`src/rtl/core/arqrr_pkg.sv`:
```
// Shared types for the ARQ reorder receiver.
// No dependencies; imported by every module of the block.
package arqrr_pkg;

    typedef struct packed {
        logic [15:0] seq_no;
        logic [5:0]  frame_len;
        logic [15:0] frame_sum;
        logic [7:0]  data_byte;
        logic        frame_last;
    } in_t;

    typedef struct packed {
        logic        kind;
        logic [15:0] ack_seq;
        logic [63:0] data_word;
        logic [3:0]  word_bytes;
        logic        run_last;
    } out_t;

    // One judged good frame waiting for the back end
    typedef struct packed {
        logic [15:0] seq_no;
        logic [5:0]  frame_len;
        logic        bank;
    } cmd_t;

    localparam logic KIND_ACK  = 1'b0;
    localparam logic KIND_DATA = 1'b1;
    localparam logic [5:0] BYTE_COUNT_MAX = 6'd63;

endpackage

```
`src/rtl/core/arqrr_front.sv`:
```
// Front end: accepts bytes, keeps checksum and count, writes the staging banks
// and judges each frame on its last item. Depends on arqrr_pkg.
module arqrr_front #(
    parameter int MAX_FRAME_BYTES = 46,
    parameter int SW = 7
) (
    input  logic             aclk,
    input  logic             aresetn,
    input  logic             s_valid,
    output logic             s_ready,
    input  arqrr_pkg::in_t   s_data,
    input  logic             q_full,
    output logic             push,
    output arqrr_pkg::cmd_t  push_cmd,
    output logic             stg_we,
    output logic [SW-1:0]    stg_waddr,
    output logic [7:0]       stg_wdata
);
    import arqrr_pkg::*;

    localparam logic [5:0] MAXL = 6'(MAX_FRAME_BYTES);

    logic [15:0] sum_reg, sum_next, sum_new;
    logic [5:0]  cnt_reg, cnt_next, cnt_new;
    logic        ovr_reg, ovr_next, ovr_new;
    logic        bank_reg, bank_next;
    logic        acc, has, good;

    always_comb begin
        acc     = s_valid && s_ready;
        has     = s_data.frame_len != 6'd0;
        sum_new = has ? sum_reg + 16'(s_data.data_byte) : sum_reg;
        cnt_new = (has && cnt_reg != BYTE_COUNT_MAX) ? cnt_reg + 6'd1 : cnt_reg;
        ovr_new = ovr_reg || (has && cnt_reg == BYTE_COUNT_MAX);
        good    = s_data.frame_len <= MAXL && cnt_new == s_data.frame_len && !ovr_new
                  && sum_new == s_data.frame_sum;
        stg_we    = acc && has && cnt_reg < MAXL;
        stg_waddr = bank_reg ? SW'(MAX_FRAME_BYTES) + SW'(cnt_reg) : SW'(cnt_reg);
        stg_wdata = s_data.data_byte;
        push      = acc && s_data.frame_last && good;
        push_cmd.seq_no    = s_data.seq_no;
        push_cmd.frame_len = s_data.frame_len;
        push_cmd.bank      = bank_reg;

        sum_next  = sum_reg;
        cnt_next  = cnt_reg;
        ovr_next  = ovr_reg;
        bank_next = bank_reg;
        if (acc) begin
            if (s_data.frame_last) begin
                sum_next = 16'd0;
                cnt_next = 6'd0;
                ovr_next = 1'b0;
                // hand the filled bank over, fill the other one next
                if (push) begin
                    bank_next = !bank_reg;
                end
            end else begin
                sum_next = sum_new;
                cnt_next = cnt_new;
                ovr_next = ovr_new;
            end
        end
    end

    assign s_ready = !q_full;

    always_ff @(posedge aclk) begin
        if (!aresetn) begin
            sum_reg  <= 16'd0;
            cnt_reg  <= 6'd0;
            ovr_reg  <= 1'b0;
            bank_reg <= 1'b0;
        end else begin
            sum_reg  <= sum_next;
            cnt_reg  <= cnt_next;
            ovr_reg  <= ovr_next;
            bank_reg <= bank_next;
        end
    end

endmodule

```
`src/rtl/core/arqrr_cmdq.sv`:
```
// Two-entry queue of judged frames between front and back end.
// Depends on arqrr_pkg.
module arqrr_cmdq (
    input  logic             aclk,
    input  logic             aresetn,
    input  logic             push,
    input  arqrr_pkg::cmd_t  push_cmd,
    input  logic             pop,
    output arqrr_pkg::cmd_t  head,
    output logic             full,
    output logic             empty
);
    import arqrr_pkg::*;

    cmd_t       ent_reg [2];
    logic       wp_reg, rp_reg;
    logic [1:0] cnt_reg, cnt_next;

    always_comb begin
        cnt_next = cnt_reg;
        if (push && !pop) begin
            cnt_next = cnt_reg + 2'd1;
        end else if (pop && !push) begin
            cnt_next = cnt_reg - 2'd1;
        end
    end

    assign full  = cnt_reg == 2'd2;
    assign empty = cnt_reg == 2'd0;
    assign head  = ent_reg[rp_reg];

    always_ff @(posedge aclk) begin
        if (push) begin
            ent_reg[wp_reg] <= push_cmd;
        end
    end

    always_ff @(posedge aclk) begin
        if (!aresetn) begin
            wp_reg  <= 1'b0;
            rp_reg  <= 1'b0;
            cnt_reg <= 2'd0;
        end else begin
            if (push) begin
                wp_reg <= !wp_reg;
            end
            if (pop) begin
                rp_reg <= !rp_reg;
            end
            cnt_reg <= cnt_next;
        end
    end

endmodule

```
`src/rtl/core/arqrr_back.sv`:
```
// Back end: acknowledges a frame, copies it from staging into its window slot when it
// is in the window, drains the in-order run as packed words. Holds both byte memories and the
// output register. Depends on arqrr_pkg.
module arqrr_back #(
    parameter int MAX_FRAME_BYTES = 46,
    parameter int WINDOW_FRAMES = 8,
    parameter int SW = 7
) (
    input  logic             aclk,
    input  logic             aresetn,
    input  logic             stg_we,
    input  logic [SW-1:0]    stg_waddr,
    input  logic [7:0]       stg_wdata,
    input  logic             q_empty,
    input  arqrr_pkg::cmd_t  q_head,
    output logic             pop,
    output logic             m_valid,
    input  logic             m_ready,
    output arqrr_pkg::out_t  m_data
);
    import arqrr_pkg::*;

    localparam int SD = 2 * MAX_FRAME_BYTES;
    localparam int MD = WINDOW_FRAMES * MAX_FRAME_BYTES;
    localparam int AW = $clog2(MD);
    localparam int HW = $clog2(WINDOW_FRAMES);
    localparam logic [AW-1:0] MAXA = AW'(MAX_FRAME_BYTES);
    localparam logic [HW:0] WINW = (HW+1)'(WINDOW_FRAMES);
    localparam logic [HW-1:0] HLAST = HW'(WINDOW_FRAMES - 1);

    localparam logic [2:0] B_IDLE = 3'd0;
    localparam logic [2:0] B_ACK  = 3'd1;
    localparam logic [2:0] B_COPY = 3'd2;
    localparam logic [2:0] B_CHK  = 3'd3;
    localparam logic [2:0] B_RD   = 3'd4;
    localparam logic [2:0] B_EMIT = 3'd5;
    localparam logic [2:0] B_FIN  = 3'd6;

    logic [7:0] stg_mem [SD];
    logic [7:0] slot_mem [MD];
    logic [7:0] stg_q, slot_q;
    logic [SW-1:0] stg_raddr;
    logic [AW-1:0] slot_raddr;

    logic [2:0]  st_reg, st_next;
    cmd_t        cmd_reg, cmd_next;
    logic [15:0] exp_reg, exp_next;
    logic [HW-1:0] head_reg, head_next;
    logic [WINDOW_FRAMES-1:0] valid_reg, valid_next;
    logic [5:0]  slen_reg [WINDOW_FRAMES];
    logic        slen_we;
    logic [HW-1:0] slot_reg, slot_next;
    logic [AW-1:0] base_reg, base_next;
    logic [5:0]  cpi_reg, cpi_next;
    logic        cwv_reg, cwv_next;
    logic [AW-1:0] cwa_reg, cwa_next;
    logic [5:0]  flen_reg, flen_next;
    logic [5:0]  pos_reg, pos_next;
    logic [3:0]  wcnt_reg, wcnt_next;
    logic [3:0]  iss_reg, iss_next;
    logic        rv_reg, rv_next;
    logic [2:0]  lane_reg, lane_next;
    logic [63:0] word_reg, word_next;
    logic        pv_reg, pv_next;
    out_t        pend_reg, pend_next;
    logic        mv_reg, mv_next;
    out_t        md_reg, md_next;

    logic [15:0] off;
    logic        inwin, out_ok, emit_ok, emit, issue, retire;
    logic [HW:0] ssum;
    logic [HW-1:0] slot_c;
    logic [5:0]  pos_new;
    out_t        res;

    always_ff @(posedge aclk) begin
        if (stg_we) begin
            stg_mem[stg_waddr] <= stg_wdata;
        end
        stg_q <= stg_mem[stg_raddr];
    end

    always_ff @(posedge aclk) begin
        if (cwv_reg) begin
            slot_mem[cwa_reg] <= stg_q;
        end
        slot_q <= slot_mem[slot_raddr];
    end

    always_ff @(posedge aclk) begin
        if (slen_we) begin
            slen_reg[slot_reg] <= cmd_reg.frame_len;
        end
    end

    always_comb begin
        off    = cmd_reg.seq_no - exp_reg;
        inwin  = off < 16'(WINDOW_FRAMES);
        ssum   = (HW+1)'(head_reg) + (HW+1)'(off[5:0]);
        slot_c = (ssum >= WINW) ? HW'(ssum - WINW) : HW'(ssum);
        out_ok  = !mv_reg || m_ready;
        emit_ok = !pv_reg || out_ok;
        pos_new = pos_reg + 6'(wcnt_reg);
        stg_raddr  = cmd_reg.bank ? SW'(MAX_FRAME_BYTES) + SW'(cpi_reg) : SW'(cpi_reg);
        slot_raddr = base_reg + AW'(pos_reg) + AW'(iss_reg);

        st_next = st_reg; cmd_next = cmd_reg; exp_next = exp_reg; head_next = head_reg;
        valid_next = valid_reg; slot_next = slot_reg; base_next = base_reg;
        cpi_next = cpi_reg; cwv_next = 1'b0; cwa_next = cwa_reg;
        flen_next = flen_reg; pos_next = pos_reg; wcnt_next = wcnt_reg; iss_next = iss_reg;
        rv_next = 1'b0; lane_next = lane_reg; word_next = word_reg;
        slen_we = 1'b0; pop = 1'b0; emit = 1'b0; issue = 1'b0; retire = 1'b0;
        res = '0;

        if (rv_reg) begin
            word_next[lane_reg*8 +: 8] = slot_q;
        end

        unique case (st_reg)
            B_IDLE: begin
                if (!q_empty) begin
                    cmd_next = q_head;
                    st_next  = B_ACK;
                end
            end
            B_ACK: begin
                res.kind    = KIND_ACK;
                res.ack_seq = cmd_reg.seq_no;
                if (emit_ok) begin
                    emit      = 1'b1;
                    slot_next = slot_c;
                    base_next = AW'(slot_c) * MAXA;
                    cpi_next  = 6'd0;
                    st_next   = inwin ? B_COPY : B_CHK;
                end
            end
            B_COPY: begin
                issue = cpi_reg < cmd_reg.frame_len;
                if (issue) begin
                    cwv_next = 1'b1;
                    cwa_next = base_reg + AW'(cpi_reg);
                    cpi_next = cpi_reg + 6'd1;
                end else if (!cwv_reg) begin
                    slen_we = 1'b1;
                    valid_next[slot_reg] = 1'b1;
                    st_next = B_CHK;
                end
            end
            B_CHK: begin
                if (valid_reg[head_reg]) begin
                    flen_next = slen_reg[head_reg];
                    base_next = AW'(head_reg) * MAXA;
                    pos_next  = 6'd0;
                    iss_next  = 4'd0;
                    word_next = 64'd0;
                    wcnt_next = (slen_reg[head_reg] > 6'd8) ? 4'd8 : slen_reg[head_reg][3:0];
                    if (slen_reg[head_reg] == 6'd0) begin
                        retire = 1'b1;
                    end else begin
                        st_next = B_RD;
                    end
                end else begin
                    st_next = B_FIN;
                end
            end
            B_RD: begin
                issue = iss_reg < wcnt_reg;
                if (issue) begin
                    rv_next   = 1'b1;
                    lane_next = iss_reg[2:0];
                    iss_next  = iss_reg + 4'd1;
                end else if (!rv_reg) begin
                    st_next = B_EMIT;
                end
            end
            B_EMIT: begin
                res.kind       = KIND_DATA;
                res.data_word  = word_reg;
                res.word_bytes = wcnt_reg;
                if (emit_ok) begin
                    emit = 1'b1;
                    if (pos_new == flen_reg) begin
                        retire  = 1'b1;
                        st_next = B_CHK;
                    end else begin
                        pos_next  = pos_new;
                        iss_next  = 4'd0;
                        word_next = 64'd0;
                        // remaining count is measured from the new position
                        wcnt_next = ((flen_reg - pos_new) > 6'd8) ? 4'd8
                                                                  : 4'(flen_reg - pos_new);
                        st_next   = B_RD;
                    end
                end
            end
            B_FIN: begin
                if (out_ok) begin
                    pop     = 1'b1;
                    st_next = B_IDLE;
                end
            end
            default: st_next = B_IDLE;
        endcase

        // advance the window past a delivered frame
        if (retire) begin
            valid_next[head_reg] = 1'b0;
            exp_next  = exp_reg + 16'd1;
            head_next = (head_reg == HLAST) ? '0 : head_reg + HW'(1);
        end

        pv_next = pv_reg; pend_next = pend_reg; mv_next = mv_reg; md_next = md_reg;
        if (mv_reg && m_ready) begin
            mv_next = 1'b0;
        end
        if (emit) begin
            // hold the newest result until it is known whether it ends the run
            if (pv_reg) begin
                md_next = pend_reg;
                mv_next = 1'b1;
            end
            pend_next = res;
            pv_next   = 1'b1;
        end else if (pop) begin
            md_next = pend_reg;
            md_next.run_last = 1'b1;
            mv_next = 1'b1;
            pv_next = 1'b0;
        end
    end

    assign m_valid = mv_reg;
    assign m_data  = md_reg;

    always_ff @(posedge aclk) begin
        cmd_reg  <= cmd_next;
        slot_reg <= slot_next;
        base_reg <= base_next;
        cwa_reg  <= cwa_next;
        flen_reg <= flen_next;
        pos_reg  <= pos_next;
        wcnt_reg <= wcnt_next;
        iss_reg  <= iss_next;
        lane_reg <= lane_next;
        word_reg <= word_next;
        cpi_reg  <= cpi_next;
        pend_reg <= pend_next;
        md_reg   <= md_next;
    end

    always_ff @(posedge aclk) begin
        if (!aresetn) begin
            st_reg    <= B_IDLE;
            exp_reg   <= 16'd0;
            head_reg  <= '0;
            valid_reg <= '0;
            cwv_reg   <= 1'b0;
            rv_reg    <= 1'b0;
            pv_reg    <= 1'b0;
            mv_reg    <= 1'b0;
        end else begin
            st_reg    <= st_next;
            exp_reg   <= exp_next;
            head_reg  <= head_next;
            valid_reg <= valid_next;
            cwv_reg   <= cwv_next;
            rv_reg    <= rv_next;
            pv_reg    <= pv_next;
            mv_reg    <= mv_next;
        end
    end

endmodule

```
`src/rtl/core/arq_reorder_receiver.sv`:
```
// ARQ reorder receiver, top level. Front end takes one byte item per cycle while the
// two-frame queue (two staging banks) has room; it stalls when two judged frames wait.
// Back end per frame: takes it from the queue into the ACK state, copies it into its slot
// when in the window, checks the window head after each delivered frame and reads and
// emits each word of the in-order run. The ACK is held until the next result or the end
// of the run. Reset (aresetn low, synchronous) clears control state only.
module arq_reorder_receiver #(
    parameter int MAX_FRAME_BYTES = 46,
    parameter int WINDOW_FRAMES = 8
) (
    input  logic             aclk,
    input  logic             aresetn,
    input  logic             s_valid,
    output logic             s_ready,
    input  arqrr_pkg::in_t   s_data,
    output logic             m_valid,
    input  logic             m_ready,
    output arqrr_pkg::out_t  m_data
);
    import arqrr_pkg::*;

    localparam int SW = $clog2(2 * MAX_FRAME_BYTES);

    logic          q_full, q_empty, push, pop, stg_we;
    cmd_t          push_cmd, q_head;
    logic [SW-1:0] stg_waddr;
    logic [7:0]    stg_wdata;

    arqrr_front #(.MAX_FRAME_BYTES(MAX_FRAME_BYTES), .SW(SW)) u_front (
        .aclk(aclk), .aresetn(aresetn), .s_valid(s_valid), .s_ready(s_ready),
        .s_data(s_data), .q_full(q_full), .push(push), .push_cmd(push_cmd),
        .stg_we(stg_we), .stg_waddr(stg_waddr), .stg_wdata(stg_wdata)
    );

    arqrr_cmdq u_cmdq (
        .aclk(aclk), .aresetn(aresetn), .push(push), .push_cmd(push_cmd),
        .pop(pop), .head(q_head), .full(q_full), .empty(q_empty)
    );

    arqrr_back #(
        .MAX_FRAME_BYTES(MAX_FRAME_BYTES), .WINDOW_FRAMES(WINDOW_FRAMES), .SW(SW)
    ) u_back (
        .aclk(aclk), .aresetn(aresetn), .stg_we(stg_we), .stg_waddr(stg_waddr),
        .stg_wdata(stg_wdata), .q_empty(q_empty), .q_head(q_head), .pop(pop),
        .m_valid(m_valid), .m_ready(m_ready), .m_data(m_data)
    );

endmodule

```
`config.mk`:
```
export PLATFORM = sky130hd
export DESIGN_NAME = arq_reorder_receiver
export DESIGN_NICKNAME = d
export VERILOG_FILES = /design/src/rtl/core/arqrr_pkg.sv /design/src/rtl/core/arqrr_front.sv /design/src/rtl/core/arqrr_cmdq.sv /design/src/rtl/core/arqrr_back.sv /design/src/rtl/core/arq_reorder_receiver.sv
export SDC_FILE = /design/constraint.sdc
export NUM_CORES = 2
export LEC_CHECK = 0
export BUFFER_PORTS_ARGS = -buffer_cell sky130_fd_sc_hd__buf_2
export CAP_MARGIN = 20
export CORE_UTILIZATION = 55
export CTS_CLUSTER_SIZE = 20
export DETAILED_ROUTE_END_ITERATION = 10
export HOLD_SLACK_MARGIN = 0.1
export PLACE_DENSITY_LB_ADDON = 0.05
export SLEW_MARGIN = 15
export SYNTH_ARGS = -nofsm -noshare
export SYNTH_HDL_FRONTEND = slang
export SYNTH_SLANG_ARGS = --single-unit
```
`constraint.sdc`:
```
create_clock -name aclk -period 11.9 [get_ports aclk]
set_input_delay 1.19 -clock aclk [delete_from_list [all_inputs] [get_ports aclk]]
set_output_delay 1.19 -clock aclk [all_outputs]
set_load 0.03 [all_outputs]
```
==> results <==
- Headroom to the max-slew limit came out at 4.54%.
- The average instance area after synthesis is 20.2 um2.
- The proportion of layout cells with a drive suffix above 1 is 24.2%.
- The aggregate global routing overflow is 0.
- The largest area contributor in the synthesized netlist is sky130_fd_sc_hd__edfxtp_1.
- The number of buffers created by CTS is 420.
- The analysis attributes to net switching a power of 9.71 mW.
- The number of flip-flops in the largest register is 2944.
- The wire-length estimate of the detail-placed layout is 238 mm.
- The met2 track demand over resource in global routing is 41.8%.
- In the final routed layout, each cell accounts on average for 32.0 um.
- Net switching is 26.5% of the power.
- The floorplan die height is 548 um.
- Entering global routing, the biggest net connects 229 pins.
- The die covers 0.300 mm2.
- For hold timing, the worst endpoint is u_back.m_data[79].
- The synthesized design contains 4017 enable-type register cells.
- The origin of the critical flop-to-flop path is u_back.iss_reg[1].
- The pre-antenna-repair detailed-routing pass consisted of 6 iterations.
- The sequential element share of the synthesized area is 75.5%.
- Cells fill 62.0% of the core in the end.
- The number of different library cells in the post-synthesis netlist is 80.
- Clock-pin slew was measured on the worst setup and hold paths at 0.06 ns.
- At the end of routability-driven placement, the weighted congestion stood at 0.830.
- The total wirelength of the detailed-routed design is 403 mm.
- Timing analysis after detailed placement gives a worst setup slack of 5.64 ns.
- The cell chosen for the clock root is sky130_fd_sc_hd__clkbuf_16.
- The number of vias per cell after detailed routing is 6.38.
- Relative to the synthesized area, the layout overhead comes to 11.8%.
- The first global-routing pass estimated 584 mm of wire.
- Synthesis handed over a netlist of 8090 instances.
- The number of global-route vias before repair was 81116.
- In the routed design, unresolved DRC markers number 0.
- The finished cells cover 0.183 mm2.
- The total of buffers placed on input and output ports is 138.
- Setup repair after global routing left no endpoint under its margin.
- The number of placed instances, taps included, is 11825.
- The portion of total power attributed to sequential cells is 49.7%.
- 139 I/O pins were placed.
- The count of filler cells inserted in the layout is 20435.
- The worst path uses 52.1% of the clock period.
- The clock tree synthesis step divided the H-tree into 5 levels.
- The count of nets left with antenna violations once routing finished came out at 0.
- The clock tree from TritonCTS is done.
- In the global route stage, overall resource usage came out at 27.1%.
- The commonest cells after synthesis are sky130_fd_sc_hd__edfxtp_1, sky130_fd_sc_hd__mux4_2, sky130_fd_sc_hd__nor2_1.
- The internal power of the cells totals 27.0 mW.
- The number of cells in the finished layout apart from fillers is 12609.
- For this block, the via count after detailed routing is 80508.
- The kind of launch point of the worst setup path is a flip-flop.
- Data arrives at the worst endpoint at 6.99 ns.
- The first-iteration detailed-routing DRC count is 9643.
- The standby leakage power is 57.6 nW.
- The cell area after synthesis is 0.164 mm2.
- Among all flip-flop cells after synthesis, the most frequent one is sky130_fd_sc_hd__edfxtp_1.
- The run finished with clean final reports.
- Power comes to 36.7 mW.
- Post-CTS repair changed the size of 0 cells.
- The shortest period the worst path allows is 6.20 ns.
- The slack of the worst reg-to-reg path is 5.70 ns.
- In this run the worst hold path is classified as reg2reg.
- The share of the synthesized area in the top cell type is 73.7%.
- The share of total power dissipated in combinational logic is 14.4%.
- On the final layout, the worst clock skew is 0.0505 ns.
- In the post-synthesis netlist, the biggest area contributors are sky130_fd_sc_hd__edfxtp_1, sky130_fd_sc_hd__mux4_2, sky130_fd_sc_hd__dfxtp_1, sky130_fd_sc_hd__nor2_1, sky130_fd_sc_hd__nand2_1.
- The synthesis warning total is 0.
- The die boundary width is 548 um.
- The max-capacitance violation count is 0.
- The maximum fanout along the worst path is 30.
- Row generation in the floorplan step produced 199 rows.
- The total nets after synthesis is 8244.
- The floorplan step defined a core boundary enclosing 0.295 mm2.
- The measured slew at the worst slew-check pin is 1.43 ns.
- The startpoint identified for the worst hold timing path is u_back.pend_reg[79].
- The initial standard-cell utilization of the core is 55.5%.
- Derived from the worst setup path, the maximum achievable clock frequency is 0.161 GHz.
- The critical path required time is 12.69 ns.
- The number of buffers added for setup after CTS is 0.
- The initial antenna violation count was 8.
- The number of max-slew violations in the final report is 0.
- Setup violations remaining at the end of the flow were counted as 0.
- The number of sinks driven by the clock tree is 4162.
- By startpoint and endpoint, the worst setup path is classified as reg2reg.
- The most common cell in the netlist is sky130_fd_sc_hd__edfxtp_1.
- For met3 alone, demand over resource in global routing was 4.82%.
- The worst IR drop on VDD is 0.170 mV.
- The hold path depth is 0.
- The flop and latch count out of synthesis is 4162.
- The global-route met1 utilization is 40.7%.
- Setup slack on the critical path of the routed design comes to 5.70 ns.
- The deepest clock path buffer count is 4.
- The final layout contains 8484 nets.
- STA classifies the critical path endpoint as a flip-flop.
- The most flop-heavy register is u_back.slot_mem.
- The setup TNS after final layout is 0 ns.
- The endpoint identified for the worst register-to-register timing path is u_back.slot_q[6].
- Of all flip-flops after synthesis, the portion carrying an async set or reset was 0%.
- The number of hold-slack violations in the final timing report is 0.
- The number of cell instances on the worst register-to-register path is 12.
- The share of power burned in the clock network is 35.9%.
- The most used routing layer is met2.
- The smallest hold slack is 0.417 ns.
- Power spread over the standard cell area amounts to 200 mW/mm2.
- The clock network latency to the later pin of the worst-skew pair is 0.95 ns.
- The placed cell area is 0.169 mm2.
- The number of hold buffers added after CTS was 0.
cells by family (layout without fill, tap and decap cells):
kind of cell / count (synthesis) / count (layout) / synth area share, %
AO/OA/AOI/OAI: 508 / 508 / 2.01
XOR/XNOR: 92 / 92 / 0.501
adder cells (fa/ha/maj): 103 / 103 / 0.861
buffers and inverters: 547 / 1145 / 1.29
flip-flops: 4162 / 4162 / 75.5
multiplexers: 1243 / 1243 / 16.0
other: 0 / 2 / 0
AND/OR/NAND/NOR: 1435 / 1435 / 3.84
critical path, cell delays in order (launching register included):
cell	delay [ns]
sky130_fd_sc_hd__edfxtp_1	0.50
sky130_fd_sc_hd__fa_1	0.55
sky130_fd_sc_hd__ha_4	0.20
sky130_fd_sc_hd__fa_4	1.22
sky130_fd_sc_hd__buf_4	0.47
sky130_fd_sc_hd__inv_2	0.25
sky130_fd_sc_hd__buf_4	0.36
sky130_fd_sc_hd__nor2_2	0.88
sky130_fd_sc_hd__a32oi_1	0.22
sky130_fd_sc_hd__o2111ai_1	0.24
sky130_fd_sc_hd__a21oi_1	0.11
sky130_fd_sc_hd__nor4_1	0.90
sky130_fd_sc_hd__a211oi_1	0.10
worst max-delay path by stage:
| stage | start | to | slack [ns] | depth (start not counted) |
|---|---|---|---|---|
| finish | u_back.iss_reg[1] | u_back.slot_q[6] | 5.70 | 12 |
| global route | u_back.iss_reg[1] | u_back.slot_q[6] | 5.51 | 12 |
| CTS | u_back.iss_reg[1] | u_back.slot_q[6] | 5.70 | 12 |
| detailed placement | s_data[1] | u_cmdq.ent_reg[1][17] | 5.64 | 13 |
| global placement | u_back.iss_reg[1] | u_back.slot_q[6] | 5.48 | 12 |
| floorplan | s_data[25] | u_cmdq.ent_reg[0][0] | 5.33 | 9 |
cells in the final DEF, fill, tap and decap left out, types with 11 or more instances in the layout:
cell type                    Yosys  layout
sky130_fd_sc_hd__a211oi_1       35      35
sky130_fd_sc_hd__a21o_1         23      23
sky130_fd_sc_hd__a21oi_1       173     172
sky130_fd_sc_hd__a221oi_1       11      11
sky130_fd_sc_hd__a31oi_1        32      32
sky130_fd_sc_hd__and2_1         29      28
sky130_fd_sc_hd__and3_1         88      88
sky130_fd_sc_hd__buf_12          0      21
sky130_fd_sc_hd__buf_2          39     130
sky130_fd_sc_hd__buf_4           0     118
sky130_fd_sc_hd__bufinv_16       0      44
sky130_fd_sc_hd__clkbuf_1      302      82
sky130_fd_sc_hd__clkbuf_16       0     430
sky130_fd_sc_hd__clkbuf_8        0      16
sky130_fd_sc_hd__clkinv_1        0      86
sky130_fd_sc_hd__clkinv_2        0      89
sky130_fd_sc_hd__clkinvlp_4      0      17
sky130_fd_sc_hd__dfxtp_1       145     135
sky130_fd_sc_hd__edfxtp_1     4017    4017
sky130_fd_sc_hd__fa_1           16      15
sky130_fd_sc_hd__ha_1           87      85
sky130_fd_sc_hd__inv_1          94      92
sky130_fd_sc_hd__inv_6           0      11
sky130_fd_sc_hd__mux2_2         44      43
sky130_fd_sc_hd__mux2i_1       100     100
sky130_fd_sc_hd__mux4_2       1099    1099
sky130_fd_sc_hd__nand2_1       342     336
sky130_fd_sc_hd__nand2b_1       19      19
sky130_fd_sc_hd__nand3_1        85      78
sky130_fd_sc_hd__nand4_1        30      30
sky130_fd_sc_hd__nor2_1        717     710
sky130_fd_sc_hd__nor2b_1        29      27
sky130_fd_sc_hd__nor3_1         26      25
sky130_fd_sc_hd__nor4_1         19      14
sky130_fd_sc_hd__o2111ai_1      16      16
sky130_fd_sc_hd__o21ai_0        84      84
sky130_fd_sc_hd__o22ai_1        11      11
sky130_fd_sc_hd__xnor2_1        57      53
sky130_fd_sc_hd__xor2_1         34      26
routing by layer:
metal	vias to the layer above	wire [um]
met5	-	47
met4	6	9590
met3	535	32600
met2	3305	190000
met1	43098	171000
li1	33564	-
power by group through the flow:
stage               clock (mW)  sequential (mW)  combinational, mW
CTS                       13.3             18.2               5.30
global placement             0             18.5               5.17
global route              13.9             18.2               5.56
detailed placement           0             18.5               5.29
floorplan                    0             19.4               2.27
finish                    13.2             18.2               5.28
layout make-up:
class	instances	area, um2	share of cell area, %
well taps	3919	4900	2.68
repair buffers	271	1990	1.09
flip-flops and latches	4162	124000	67.5
diodes	2	5.00	0.00274
clock buffers	528	11300	6.17
multi-input cells	3381	38400	21.0
clock inverters	252	2420	1.32
inverters	94	354	0.194
No activity file was read; power rests on OpenSTA's default activity.
